**config.mk**
```make
export PLATFORM = sky130hd
export DESIGN_NAME = lgs_cfg
export DESIGN_NICKNAME = d
export VERILOG_FILES = /design/src/rtl/core/lgs_pkg.sv /design/src/rtl/core/lgs_cfg.sv
export SDC_FILE = /design/constraint.sdc
export NUM_CORES = 1
export LEC_CHECK = 0
export BUFFER_PORTS_ARGS = -buffer_cell sky130_fd_sc_hd__buf_4
export CAP_MARGIN = 20
export CORE_UTILIZATION = 35
export DETAILED_ROUTE_END_ITERATION = 7
export GPL_TIMING_DRIVEN = 1
export PLACE_DENSITY_LB_ADDON = 0.3
export SYNTH_ARGS = -nofsm -noshare
export SYNTH_HDL_FRONTEND = slang
export SYNTH_SLANG_ARGS = --single-unit
```
**constraint.sdc**
```tcl
create_clock -name clk -period 0.82 [get_ports clk]
set_input_delay 0.082 -clock clk [delete_from_list [all_inputs] [get_ports clk]]
set_output_delay 0.082 -clock clk [all_outputs]
set_load 0.02 [all_outputs]
```
**src/rtl/core/lgs_pkg.sv**
```systemverilog
`timescale 1ns / 1ps

package lgs_pkg;

	// Default grid capacity
	localparam int DEF_MAX_ROWS = 64;
	localparam int DEF_MAX_COLS = 64;

	// Register reset values
	localparam logic [6:0] RST_GRID_ROWS = 7'd58;
	localparam logic [6:0] RST_GRID_COLS = 7'd58;

	// Register index, taken from the word address bit
	localparam logic REG_GRID_ROWS = 1'b0;
	localparam logic REG_GRID_COLS = 1'b1;

	// Command codes
	localparam logic [1:0] OP_WRITE = 2'd0;
	localparam logic [1:0] OP_READ  = 2'd1;
	localparam logic [1:0] OP_STEP  = 2'd2;

	// B3/S23 neighbor counts
	localparam logic [3:0] N_BIRTH = 4'd3;
	localparam logic [3:0] N_KEEP  = 4'd2;

	typedef struct packed {
		logic [1:0] op;
		logic [5:0] row;
		logic [5:0] col;
		logic       alive;
	} cmd_t;

	typedef struct packed {
		logic cell_state;
		logic in_range;
	} rsp_t;

	typedef struct packed {
		logic [6:0] grid_rows;
		logic [6:0] grid_cols;
	} cfg_t;

	typedef enum logic [1:0] {
		ST_IDLE,
		ST_CELL,
		ST_GEN
	} state_t;

endpackage

```
**src/rtl/core/lgs_cfg.sv**
```systemverilog
`timescale 1ns / 1ps

module lgs_cfg
	import lgs_pkg::*;
(
	input  logic        clk,
	input  logic        arst_n,
	input  logic        psel,
	input  logic        penable,
	input  logic        pwrite,
	input  logic [2:0]  paddr,
	input  logic [31:0] pwdata,
	output logic [31:0] prdata,
	output logic        pready,
	output cfg_t        cfg
);

	cfg_t cfg_q;
	logic wr_stb;

	assign pready = 1'b1;
	assign wr_stb = psel & penable & pwrite & pready;

	always_ff @(posedge clk or negedge arst_n) begin
		if (!arst_n) begin
			cfg_q.grid_rows <= RST_GRID_ROWS;
			cfg_q.grid_cols <= RST_GRID_COLS;
		end else if (wr_stb) begin
			unique case (paddr[2])
				REG_GRID_ROWS: cfg_q.grid_rows <= pwdata[6:0];
				REG_GRID_COLS: cfg_q.grid_cols <= pwdata[6:0];
				default: ;
			endcase
		end
	end

	always_comb begin
		unique case (paddr[2])
			REG_GRID_ROWS: prdata = {25'd0, cfg_q.grid_rows};
			REG_GRID_COLS: prdata = {25'd0, cfg_q.grid_cols};
			default:       prdata = '0;
		endcase
	end

	assign cfg = cfg_q;

endmodule

```
==> results.ini <==
[status]
status = finished, violations left
violations = setup timing

[place]
place_ws_ps = -136
port_buffers = 33
routabilityCongestion = 0.677
hpwlAfterDp_mm = 1.22

[critical_path]
crit_fanout = 3
worstPathArrival_ps = 1100
end_kind = output pin
path_class = reg -> out
startpoint_type = flop
path_cells = mux2_4 > buf_6
slowest_delay_ps = 420
r2r-end = cfg[9]$_DFFE_PN0P_
reg2reg_depth = 3
cp-endpoint = prdata[0]
slowest_stage = dfrtp_2
r2r_setup_slack_ps = -180
worstSetupStartpoint = cfg[7]$_DFFE_PN0P_
cp_data_required_time_ps = 740
rr_startpoint = cfg[9]$_DFFE_PN0P_

[floorplanning]
pin_count = 87
dieArea_mm2 = 0.00262
rows = 17
core_area_mm2 = 0.00225
die_w_um = 51.2
initial_utilization_pct = 37.6
die_y_um = 51.2

[logic_synthesis]
synthTopCellsByArea = mux2_2 (28%), dfstp_2 (25%), buf_4 (23%)
syn_area_um2 = 847
ys_ff_latch = 14
postSynthCellCount = 66
syn_avg_cell_area_um2 = 12.8
yosysTopAreaCellShare_pct = 27.9
synth_cell_types = 8
synth_top_area_cell = mux2_2
yosys_warnings = 0
seq_area_frac_synth_pct = 42.5

[final_layout]
nets = 166
final_cell_mix = buf_6 (38), conb_1 (26), mux2_4 (20), buf_4 (18), dfstp_2 (8)
drive_gt1_share_pct = 78.4
area_delta_synth_final_pct = 75.5
largest_reg_flops = 14
final_common_cell = buf_6
diodes = 0

[sta]
min_period_ps = 1180
fmax_mhz = 845
final_max_slew_viol_count = 0
fin_crit_sh_pct = 144
hold_viol = 0
finalWorstSetupSlack_ps = -364
finClkSkew_ps = 0
rsz0062_at_grt = yes
setup-violations-final = 28

[power]
ir_drop_mv = 1.67
p_per_area_mw_per_mm2 = 2360
power_mw = 3.51
leakage_nw = 0.789

[global_routing]
grt_pass1_wl_mm = 2.88
antenna_found_initial = 0
grt.total_usage_pct = 15.6
grt_pass1_vias = 601
grt_overflow = 0
grt_max_degree = 15

[cts]
cts-root-buf = clkbuf_4
cts_tree = done
cts_buffer_depth = 2
path_clk_slew_ps = 90
htreeDepth = 1
cts_buffers = 3
cts.sinks = 14
insertion_delay_ps = 280

[detailed_routing]
drt_wl_total_mm = 1.82
wl_per_cell_um = 11.9
drc = 0
drt_pass1_iterations = 4
vias = 628
drt_iter0_drc = 2
viasPerCell = 4.10
route.antenna.remaining_nets = 0

[hold_path]
holdCritPathClass = in -> reg
worstHoldStart = pwdata[2]

[run]
cap_viol_max_count = 0

==> power by group <==
| group | switching, mW | total (mW) | internal (mW) |
|---|---|---|---|
| sequential | 0.113 | 1.03 | 0.920 |
| combinational | 0.782 | 1.97 | 1.19 |
| clock | 0.237 | 0.507 | 0.270 |
| total | 1.13 | 3.51 | 2.37 |
==> worst max-delay path, delay by kind of cell, from the launching register on <==
family	cells	cell delay (ps)
DFF	1	420
buffers and inverters	1	130
muxes	1	270
==> kinds of logic (layout without fill, tap and decap cells) <==
kind of cell	after synthesis	in the layout	synth area share [%]
buf+inv	27	62	24.4
mux	21	21	27.9
flops	14	14	42.5
other cells	2	26	0.887
simple gates	2	2	4.28
==> how the worst min path moves through the flow <==
stage	slack, ps	end	cells after the start
floorplan	-210	cfg[0]$_DFFE_PN0P_	0
global placement	-60	cfg[7]$_DFFE_PN0P_	1
detailed placement	-50	cfg[7]$_DFFE_PN0P_	1
CTS	30	cfg[6]$_DFFE_PN0P_	2
global route	20	cfg[0]$_DFFE_PN0P_	2
finish	30	cfg[2]$_DFFE_PN0P_	2
==> per-stage QoR <==
stage / std cells / cell area [µm²] / hold WS (ps) / setup TNS (ps) / utilization, %
floorplan: 90 / 995 / -214 / -224 / -
global placement: 136 / 1170 / -60.9 / -1370 / 51.9
detailed placement: 136 / 1170 / -54.0 / -1610 / 51.9
CTS: 148 / 1420 / 25.2 / -6510 / 62.8
global route: 153 / 1490 / 24.2 / -7860 / 65.9
finish: 153 / 1490 / 32.1 / -6860 / 65.9
==> layout make-up <==
| cell class | count | area [µm²] |
|---|---|---|
| fillers | 185 | 768 |
| flip-flops and latches | 14 | 368 |
| multi-input cells | 49 | 454 |
| well taps | 28 | 35.0 |
| clock buffers | 4 | 36.3 |
| repair buffers | 58 | 593 |
==> timing repair <==
item | in CTS | in global routing
cloned | 0 | 0
hold buffers | 1 | 0
gates resized for setup | 39 | 11
hold endpoints to repair | 14 | 0
endpoints found under the setup margin | 26 | 32
setup buffers | 7 | 7
==> synthesized netlist by cell type <==
master / instances
dfrtp_1: 6
dfstp_2: 8
nand4_2: 1
buf_6: 1
nand4b_4: 1
conb_1: 2
buf_4: 26
mux2_2: 21
==> metal layers <==
layer	routed length, µm	track usage, %	vias to the layer above
li1	-	-	288
met1	754	20.2	300
met2	918	23.9	36
met3	117	3.57	4
met4	31	8.33	0
met5	0	0	-
Power figures use the tool's default switching activity.
