### config.mk
export PLATFORM = sky130hd
export DESIGN_NAME = lgs_rule
export DESIGN_NICKNAME = d
export VERILOG_FILES = /design/src/rtl/core/lgs_pkg.sv /design/src/rtl/core/lgs_rule.sv
export SDC_FILE = /design/constraint.sdc
export NUM_CORES = 1
export LEC_CHECK = 0
export ABC_CLOCK_PERIOD_IN_PS = 5100
export BUFFER_PORTS_ARGS = -buffer_cell sky130_fd_sc_hd__clkbuf_2
export CAP_MARGIN = 20
export CELL_PAD_IN_SITES_DETAIL_PLACEMENT = 0
export CELL_PAD_IN_SITES_GLOBAL_PLACEMENT = 2
export CORE_MARGIN = 2
export CORE_UTILIZATION = 33
export DETAILED_ROUTE_END_ITERATION = 12
export MAX_ROUTING_LAYER = met4
export PLACE_DENSITY_LB_ADDON = 0.05
export SLEW_MARGIN = 5
export SYNTH_ARGS = -nofsm -noshare
export SYNTH_HDL_FRONTEND = slang
export SYNTH_SLANG_ARGS = --single-unit
### constraint.sdc
create_clock -name vclk -period 5.1
set_clock_uncertainty 0.05 [all_clocks]
set_input_delay 0.765 -clock vclk [all_inputs]
set_output_delay 0.765 -clock vclk [all_outputs]
set_load 0.05 [all_outputs]
### src/rtl/core/lgs_pkg.sv
`timescale 1ns / 1ps

package lgs_pkg;

	// Default grid capacity
	localparam int DEF_MAX_ROWS = 64;
	localparam int DEF_MAX_COLS = 64;

	// Register reset values
	localparam logic [6:0] RST_GRID_ROWS = 7'd58;
	localparam logic [6:0] RST_GRID_COLS = 7'd58;

	// Register index, taken from the word address bit
	localparam logic REG_GRID_ROWS = 1'b0;
	localparam logic REG_GRID_COLS = 1'b1;

	// Command codes
	localparam logic [1:0] OP_WRITE = 2'd0;
	localparam logic [1:0] OP_READ  = 2'd1;
	localparam logic [1:0] OP_STEP  = 2'd2;

	// B3/S23 neighbor counts
	localparam logic [3:0] N_BIRTH = 4'd3;
	localparam logic [3:0] N_KEEP  = 4'd2;

	typedef struct packed {
		logic [1:0] op;
		logic [5:0] row;
		logic [5:0] col;
		logic       alive;
	} cmd_t;

	typedef struct packed {
		logic cell_state;
		logic in_range;
	} rsp_t;

	typedef struct packed {
		logic [6:0] grid_rows;
		logic [6:0] grid_cols;
	} cfg_t;

	typedef enum logic [1:0] {
		ST_IDLE,
		ST_CELL,
		ST_GEN
	} state_t;

endpackage

### src/rtl/core/lgs_rule.sv
`timescale 1ns / 1ps

module lgs_rule
	import lgs_pkg::*;
#(
	parameter int WIDTH = DEF_MAX_COLS
) (
	input  logic [WIDTH-1:0] above,
	input  logic [WIDTH-1:0] cur,
	input  logic [WIDTH-1:0] below,
	input  logic [WIDTH-1:0] mask,
	output logic [WIDTH-1:0] nxt
);

	logic [WIDTH-1:0] a, m, b;
	logic [WIDTH-1:0] a_l, a_r, m_l, m_r, b_l, b_r;

	// Cells beyond the active columns count as dead neighbors
	assign a = above & mask;
	assign m = cur & mask;
	assign b = below & mask;

	assign a_l = a << 1;
	assign a_r = a >> 1;
	assign m_l = m << 1;
	assign m_r = m >> 1;
	assign b_l = b << 1;
	assign b_r = b >> 1;

	always_comb begin
		logic [3:0] n;
		for (int c = 0; c < WIDTH; c++) begin
			n = 4'(a_l[c]) + 4'(a[c]) + 4'(a_r[c])
			  + 4'(m_l[c]) + 4'(m_r[c])
			  + 4'(b_l[c]) + 4'(b[c]) + 4'(b_r[c]);
			// keep stored value outside the active columns
			nxt[c] = mask[c] ? ((n == N_BIRTH) | (m[c] & (n == N_KEEP))) : cur[c];
		end
	end

endmodule

==> impl_metrics.toml <==
[setup_path]
critPathBufInv = 2
end_kind = "output pin"
crit_arrival_ps = 3950
path_delay_family = "adder cells"
slowest_stage = "fa_1"
path_max_fanout = 6
critPathKind = "in -> out"
path_cells = "clkbuf_2 > nand2_2 > xor2_1 > ha_1 > fa_1 > fa_1 > and3_1 > fa_1 > o21ai_0 > nand3_1 > a21oi_1 > clkbuf_2"
crit_path_frequent_cell = "fa_1"
start_kind = "input port"
cpPeakStageDelay_ps = 560
worstPathRequired_ps = 4280

[cells_and_area]
multi_input_area_mm2 = 0.0113
fin_cells = 2007
clock_buffers = 0
drive_gt1_share_pct = 24.7
seq_area_um2 = 0
flops_and_latches = 0
fin_util_pct = 39.6
nets = 2188
area_growth_pct = 19.1
final_area_mm2 = 0.0136
fillers = 3591

[power_and_ir_drop]
combPwrFrac_pct = 100.0
pwr-share-clk_pct = 0
powerDensity_mw_per_mm2 = 191
intPower_mw = 1.01
p_sw_mw = 1.59
ir_drop_mv = 0.0959
seqPwrFrac_pct = 0
leakage_nw = 6.82
switching_share_pct = 61.3

[sta]
fin_crit_ps = 4770
fmax_mhz = 210
finalCritPeriodShare_pct = 93.5
slew_violations = 0
worstMarginPinSlew_ps = 331
slew_headroom_pct = 78.0
hold_viol_final = 0
setup_tns_ps = 0
finalSetupViolCount = 0
rsz0062_at_grt = "no"

[route]
via_per_inst = 4.90
drtIter0Drc = 253
route.detailed.drc = 0
ant_nets = 0
firstDrtPassIters = 4
vias = 9827
wirelength_um = 29500
wire_per_inst_um = 14.7

[place]
place_inst = 2003
globalplace.congestion = 0.815
dpl-instance-area_mm2 = 0.0136
hpwl_um = 27900
io_buffers = 320

[grt]
antenna_found_initial = 4
grt_pass1_vias = 10100
grt.total_usage_pct = 16.9
grt.overflow.total = 0
grt_pass1_wl_um = 49300
grt_max_degree = 8

[yosys]
yosys_warnings = 0
ys_types = 23
synth-simple-area-share_pct = 23.0
synth-compound-area-share_pct = 12.6
syn_inst = 1227
postSynthAreaPerCell_um2 = 9.32
synth_nets = 1865
synth-seq-area-share_pct = 0
synth_fa_ha_area_share_pct = 54.3
netlist_area_mm2 = 0.0114
synth_top_family_by_area = "adder cells"
synth_xor_area_share_pct = 8.96
synth.mux.area_fraction_pct = 0

[status]
outcome = "completed"

[flow_run]
max_cap_violations = 0

[worst_hold_path]
hold_class = "in -> out"

[floorplanning]
core_mm2 = 0.0344
initial_core_util_pct = 33.3
fp.dieW_um = 190
io-pin-count = 320
die_h_um = 190
rows = 68
die_area_mm2 = 0.0362

[clock_network]
ctsResizeCount = 0
holdBufCountCts = 0
cts_setup_buffers = 0
-- layout make-up --
cell class / count / share of cell area [%]
multi-input combinational: 1194 / 83.0
inverter: 33 / 0.909
tap: 455 / 4.18
timing repair buffer: 321 / 11.8
antenna: 4 / 0.0735
-- path summary, 6_finish.rpt --
path                  cells after the start  endpoint     start
worst max-delay path                     12   nxt[52]  mask[52]
worst min-delay path                      3    nxt[0]   mask[0]
-- stage by stage --
step           hold WS, ps  total power, mW  setup slack, ps
2_1_floorplan         1620             1.97             48.0
3_3_place_gp          1890             2.60              351
3_5_place_dp          1890             2.63              287
4_1_cts               1890             2.65              270
5_1_grt               1920             2.95             72.4
6_report              1890             2.60              333
-- Yosys cell counts (7+ instances only) --
| cell type | number | area share, % |
|---|---|---|
| nand2_1 | 20 | 0.66 |
| xnor2_1 | 56 | 4.3 |
| nand2_2 | 58 | 3.2 |
| and2_1 | 120 | 6.6 |
| nor2_1 | 7 | 0.23 |
| inv_1 | 33 | 1.1 |
| nand3_1 | 114 | 5.0 |
| a21oi_1 | 124 | 5.4 |
| ha_1 | 191 | 21 |
| nand3b_1 | 56 | 3.7 |
| fa_1 | 191 | 33 |
| xor2_1 | 61 | 4.7 |
| o21bai_1 | 60 | 3.9 |
| o21ai_0 | 61 | 2.7 |
| and3_1 | 60 | 3.3 |
-- per-layer routing --
metal	track usage [%]	part of all wire (%)
met1	22.6	46
met2	28.4	48
met3	2.49	5.8
met4	0.894	0.47
met5	-	0
-- cell families (layout without fill, tap and decap cells) --
family,Yosys count,count (layout)
and+or+nand+nor,442,442
other,0,4
AOI/OAI and AO/OA,253,253
adders and majority gates,382,382
buffers and inverters,33,354
xor gates and xnor gates,117,117
-- power groups by stage --
stage	clock network (mW)	logic (mW)	registers, mW
2_1_floorplan	0	1.97	0
3_3_place_gp	0	2.60	0
3_5_place_dp	0	2.63	0
4_1_cts	0	2.65	0
5_1_grt	0.000000105	2.95	0
6_report	0.000000105	2.60	0
-- cell usage in the layout (no fill, tap or decap) --
master and n:
o21bai_1 60, a21oi_2 4, inv_1 33, or3b_1 1, fa_1 191, nor4b_1 1, nor2_1 7, and3_1 60
xnor2_1 56, clkbuf_2 320, a21oi_1 124, nand3b_1 56, buf_4 1, a221oi_1 2, and2_1 120, a31oi_1 1
nand3_1 114, o21ai_0 61, xor2_1 61, and3b_1 1, nand2_2 58, nand2b_1 4, a21o_1 1, nand2_1 20
ha_1 191, diode_2 4
Note: power is estimated with default switching activity, not from simulation.
