$ cat src/rtl/core/lgs_pkg.sv
`timescale 1ns / 1ps

package lgs_pkg;

	// Default grid capacity
	localparam int DEF_MAX_ROWS = 64;
	localparam int DEF_MAX_COLS = 64;

	// Register reset values
	localparam logic [6:0] RST_GRID_ROWS = 7'd58;
	localparam logic [6:0] RST_GRID_COLS = 7'd58;

	// Register index, taken from the word address bit
	localparam logic REG_GRID_ROWS = 1'b0;
	localparam logic REG_GRID_COLS = 1'b1;

	// Command codes
	localparam logic [1:0] OP_WRITE = 2'd0;
	localparam logic [1:0] OP_READ  = 2'd1;
	localparam logic [1:0] OP_STEP  = 2'd2;

	// B3/S23 neighbor counts
	localparam logic [3:0] N_BIRTH = 4'd3;
	localparam logic [3:0] N_KEEP  = 4'd2;

	typedef struct packed {
		logic [1:0] op;
		logic [5:0] row;
		logic [5:0] col;
		logic       alive;
	} cmd_t;

	typedef struct packed {
		logic cell_state;
		logic in_range;
	} rsp_t;

	typedef struct packed {
		logic [6:0] grid_rows;
		logic [6:0] grid_cols;
	} cfg_t;

	typedef enum logic [1:0] {
		ST_IDLE,
		ST_CELL,
		ST_GEN
	} state_t;

endpackage

$ cat src/rtl/core/lgs_mem.sv
`timescale 1ns / 1ps

module lgs_mem
	import lgs_pkg::*;
#(
	parameter int DEPTH = DEF_MAX_ROWS,
	parameter int WIDTH = DEF_MAX_COLS
) (
	input  logic                     clk,
	input  logic                     arst_n,
	input  logic                     rd_en,
	input  logic [$clog2(DEPTH)-1:0] rd_addr,
	output logic [WIDTH-1:0]         rd_data,
	input  logic                     wr_en,
	input  logic [$clog2(DEPTH)-1:0] wr_addr,
	input  logic [WIDTH-1:0]         wr_data
);

	logic [WIDTH-1:0] mem [DEPTH];
	logic [DEPTH-1:0] row_vld_q;
	logic [WIDTH-1:0] rd_word_s1;
	logic             rd_vld_s1;

	// Row valid bits: a row never written reads as all dead
	always_ff @(posedge clk or negedge arst_n) begin
		if (!arst_n) begin
			row_vld_q <= '0;
			rd_vld_s1 <= 1'b0;
		end else begin
			if (wr_en) begin
				row_vld_q[wr_addr] <= 1'b1;
			end
			if (rd_en) begin
				rd_vld_s1 <= row_vld_q[rd_addr];
			end
		end
	end

	always_ff @(posedge clk) begin
		if (wr_en) begin
			mem[wr_addr] <= wr_data;
		end
	end

	always_ff @(posedge clk) begin
		if (rd_en) begin
			rd_word_s1 <= mem[rd_addr];
		end
	end

	assign rd_data = rd_vld_s1 ? rd_word_s1 : '0;

endmodule

$ cat config.mk
export PLATFORM = sky130hd
export DESIGN_NAME = lgs_mem
export DESIGN_NICKNAME = d
export VERILOG_FILES = /design/src/rtl/core/lgs_pkg.sv /design/src/rtl/core/lgs_mem.sv
export SDC_FILE = /design/constraint.sdc
export NUM_CORES = 2
export LEC_CHECK = 0
export BUFFER_PORTS_ARGS = -buffer_cell sky130_fd_sc_hd__buf_2
export CELL_PAD_IN_SITES_DETAIL_PLACEMENT = 0
export CELL_PAD_IN_SITES_GLOBAL_PLACEMENT = 1
export CORE_MARGIN = 5
export CORE_UTILIZATION = 51
export CTS_CLUSTER_DIAMETER = 80
export DETAILED_ROUTE_END_ITERATION = 16
export PLACE_DENSITY_LB_ADDON = 0.1
export SETUP_SLACK_MARGIN = 0.02
export SLEW_MARGIN = 25
export SYNTH_ARGS = -nofsm -noshare
export SYNTH_HDL_FRONTEND = slang
export SYNTH_SLANG_ARGS = --single-unit
$ cat constraint.sdc
create_clock -name clk -period 1.6 [get_ports clk]
set_input_delay 0 -clock clk [delete_from_list [all_inputs] [get_ports clk]]
set_output_delay 0 -clock clk [all_outputs]
set_load 0.05 [all_outputs]
==> metrics <==
status=finished with violations; failing checks=setup timing; root buffer cell=clkbuf_16; clock slew at reported path FFs=60 ps; Power Dens Cells=1220 nW/um2; GRT Util Overall=28.1%; CTS tree=done; row cnt=205; Final ANT Viol Nets=0; fin cells=12,200; Tmin final=2160 ps; total nets after synthesis=6,390; DR vias/cell=6.35; Top FF cell, synth=edfxtp_1; worst hold path class=input pin to flop; initial antenna violation count=5; synthesis-to-layout area growth=22.2%; endpoints failing setup=129; starting density of the core=51.2%; DIE WIDTH=570 um; CTS Buffer Depth=4; max-slew violations=0; gr ovfl total=0; DRC viols=0; # fillers=20,900; first-pass GRT wire length=634,000 um; largest net degree at the start of global routing=66; count of cell types in the netlist=29; drt first pass iters=5; CP Class=flop to primary output; slew at the pin closest to its max-slew limit=715 ps; Critical-path top delay cell=dfrtp_4; Post-Route WL=452,000 um; PnR worst setup slack=-560 ps; number of clock sinks=4,225; number of H-tree levels=5; R2R setup slack=-490 ps; synth warn=0; ys async rst share=1.54%; CP max FO=26; die area=325,000 um2; crit path launch type=flop; Slew headroom=52.4%; CP required=1600 ps; Clock Skews=31.1 ps; worst skew pair latency=960 ps; Ports=144; final setup TNS=-55,030 ps; gpl congestion=0.800; Peak VDD IR=0.00106 V; placed cells=11,300; Place WS=-1190 ps; RSZ-0062 raised after global routing=true; P_leak=63.0 nW; Crit path top cell by count=buf_12; FF+latch count, synth=4,225; core area=312,000 um2; Post-synth EDFFs=4,160; Mapped Cells=6,310; area of the multi-input gates=33,000 um2; dpl hpwl=281,000 um; Final Hold Slack=62.0 ps; Die Y=570 um; vias in the first global route=79,100; share of layout cells above drive strength 1=42.2%; total CTS buffers=424; crit path cell chain=buf_8 -> buf_12 -> and2_4 -> buf_12; Buf/Inv on CP=3; DR vias=77,300; Worst path max stage delay=510 ps; PortBufs=143; Mean Syn Cell Area=25.3 um2; max frequency=0.463 GHz; WL/cell=37.1 um; Cell Area, Synth=160,000 um2; Detailed Route Iter0 Violations=9,781; # nets final=7,744; CP Capture Type=primary output; Seq. cell area=127,000 um2; Top delay family on crit path=flip-flops; Crit path arrival time=2160 ps; Max Cap Violations=0; Seq/Total Area, Yosys=79.2%; endpoints failing hold=0; Tcrit/Tclk final=135%
==> path summary, 6_finish.rpt <==
path | startpoint | endpoint | depth (start not counted)
worst min register to register | row_vld_q[8]$_DFFE_PN0P_ | row_vld_q[8]$_DFFE_PN0P_ | 1
max in group asynchronous | arst_n | row_vld_q[14]$_DFFE_PN0P_ | 4
min in group asynchronous | arst_n | row_vld_q[34]$_DFFE_PN0P_ | 4
worst max register to register | mem[32][0]$_DFFE_PP_ | rd_word_s1[0]$_DFFE_PP_ | 4
worst max-delay path | rd_vld_s1$_DFFE_PN0P_ | rd_data[25] | 4
worst min-delay path | rd_addr[1] | rd_word_s1[53]$_DFFE_PP_ | 5
==> flip-flops by register name, indices dropped and copies added, names as in the netlist <==
signal / flops
mem: 4096
rd_vld_s1: 1
rd_word_s1: 64
row_vld_q: 64
==> worst register-to-register path, delay by kind of cell, from the launching register on <==
family	cells	cell delay, ps
mux	2	1050
flops	1	430
compound gates	1	250
simple gates	1	110
==> routing by layer <==
layer  part of all wire [%]  global-route usage [%]
met5                      0                       0
met4                    3.0                    7.79
met3                    7.4                    4.22
met2                     49                    45.6
met1                     40                    40.5
==> stage by stage <==
step	instance area [um2]	total power, mW	util (%)
floorplan	160000	132	-
global placement	179000	139	57.5
detailed placement	179000	139	57.5
CTS	195000	239	62.6
global route	195000	245	62.6
finish	195000	238	62.6
==> timing repair <==
item / in CTS / in global routing
endpoints found under the setup margin: 129 / 329
endpoints found under the hold margin: 5064 / 27
resized for setup: 270 / 23
buffers inserted: 8 / 0
cloned: 2 / 1
hold buffers: 86 / 2
pin swaps: 89 / 7
==> logic make-up after synthesis <==
| family | synth area share [%] |
|---|---|
| flip-flops | 79.2 |
| multiplexers | 18.3 |
| buffers and inverters | 0.900 |
| AND/OR/NAND/NOR | 0.948 |
| AO/OA/AOI/OAI | 0.653 |
==> where the power goes <==
group	internal (mW)	switching (mW)	leakage (nW)	total, mW
Clock	58.3	41.6	6.81	99.9
Combinational	6.73	7.59	17.8	14.3
Sequential	123	0.597	38.3	123
==> cells in the mapped netlist (all sizes together) (2+ instances only) <==
cell	instances	share of area [%]
a22oi	132	0.62
and2	65	0.25
nand3b	2	0.0094
buf	152	0.47
nor2	68	0.16
a31oi	2	0.0078
or2	65	0.25
nor3	2	0.0063
a311oi	2	0.011
nor2b	7	0.027
edfxtp	4160	78
nand3	10	0.031
mux4	1289	18
nand2	74	0.17
clkbuf	182	0.43
nand2b	3	0.012
mux2i	20	0.13
inv	3	0.0070
dfrtp	65	1.0
==> cells in the final DEF, fill, tap and decap left out, types with 3 or more instances in the layout <==
cell type	count
edfxtp_1	4160
mux4_2	1289
buf_12	533
buf_4	509
clkbuf_16	436
clkinv_1	102
a22oi_2	88
clkbuf_1	85
dlygate4sd3_1	83
clkinv_2	76
buf_2	74
and2_4	65
or2_2	64
dfrtp_1	64
nor2_4	63
bufinv_16	53
buf_6	52
nand2_1	46
a22oi_1	44
nand2_2	23
mux2i_1	18
clkinvlp_4	15
inv_6	10
nand3_1	8
buf_8	8
diode_2	7
inv_16	6
nand2_4	5
nor2_1	5
nor2b_1	4
clkinv_8	4
inv_1	3
nand2b_1	3
==> layout make-up <==
| cell class | instances | area share (%) |
|---|---|---|
| antenna | 7 | 0.00897 |
| clock buffer | 520 | 5.74 |
| clock inverter | 268 | 1.41 |
| inverter | 3 | 0.00577 |
| multi-input combinational | 1748 | 16.9 |
| sequential | 4225 | 64.8 |
| tap | 4140 | 2.65 |
| timing repair buffer | 1262 | 8.44 |
No activity file was read; power rests on OpenSTA's default activity.
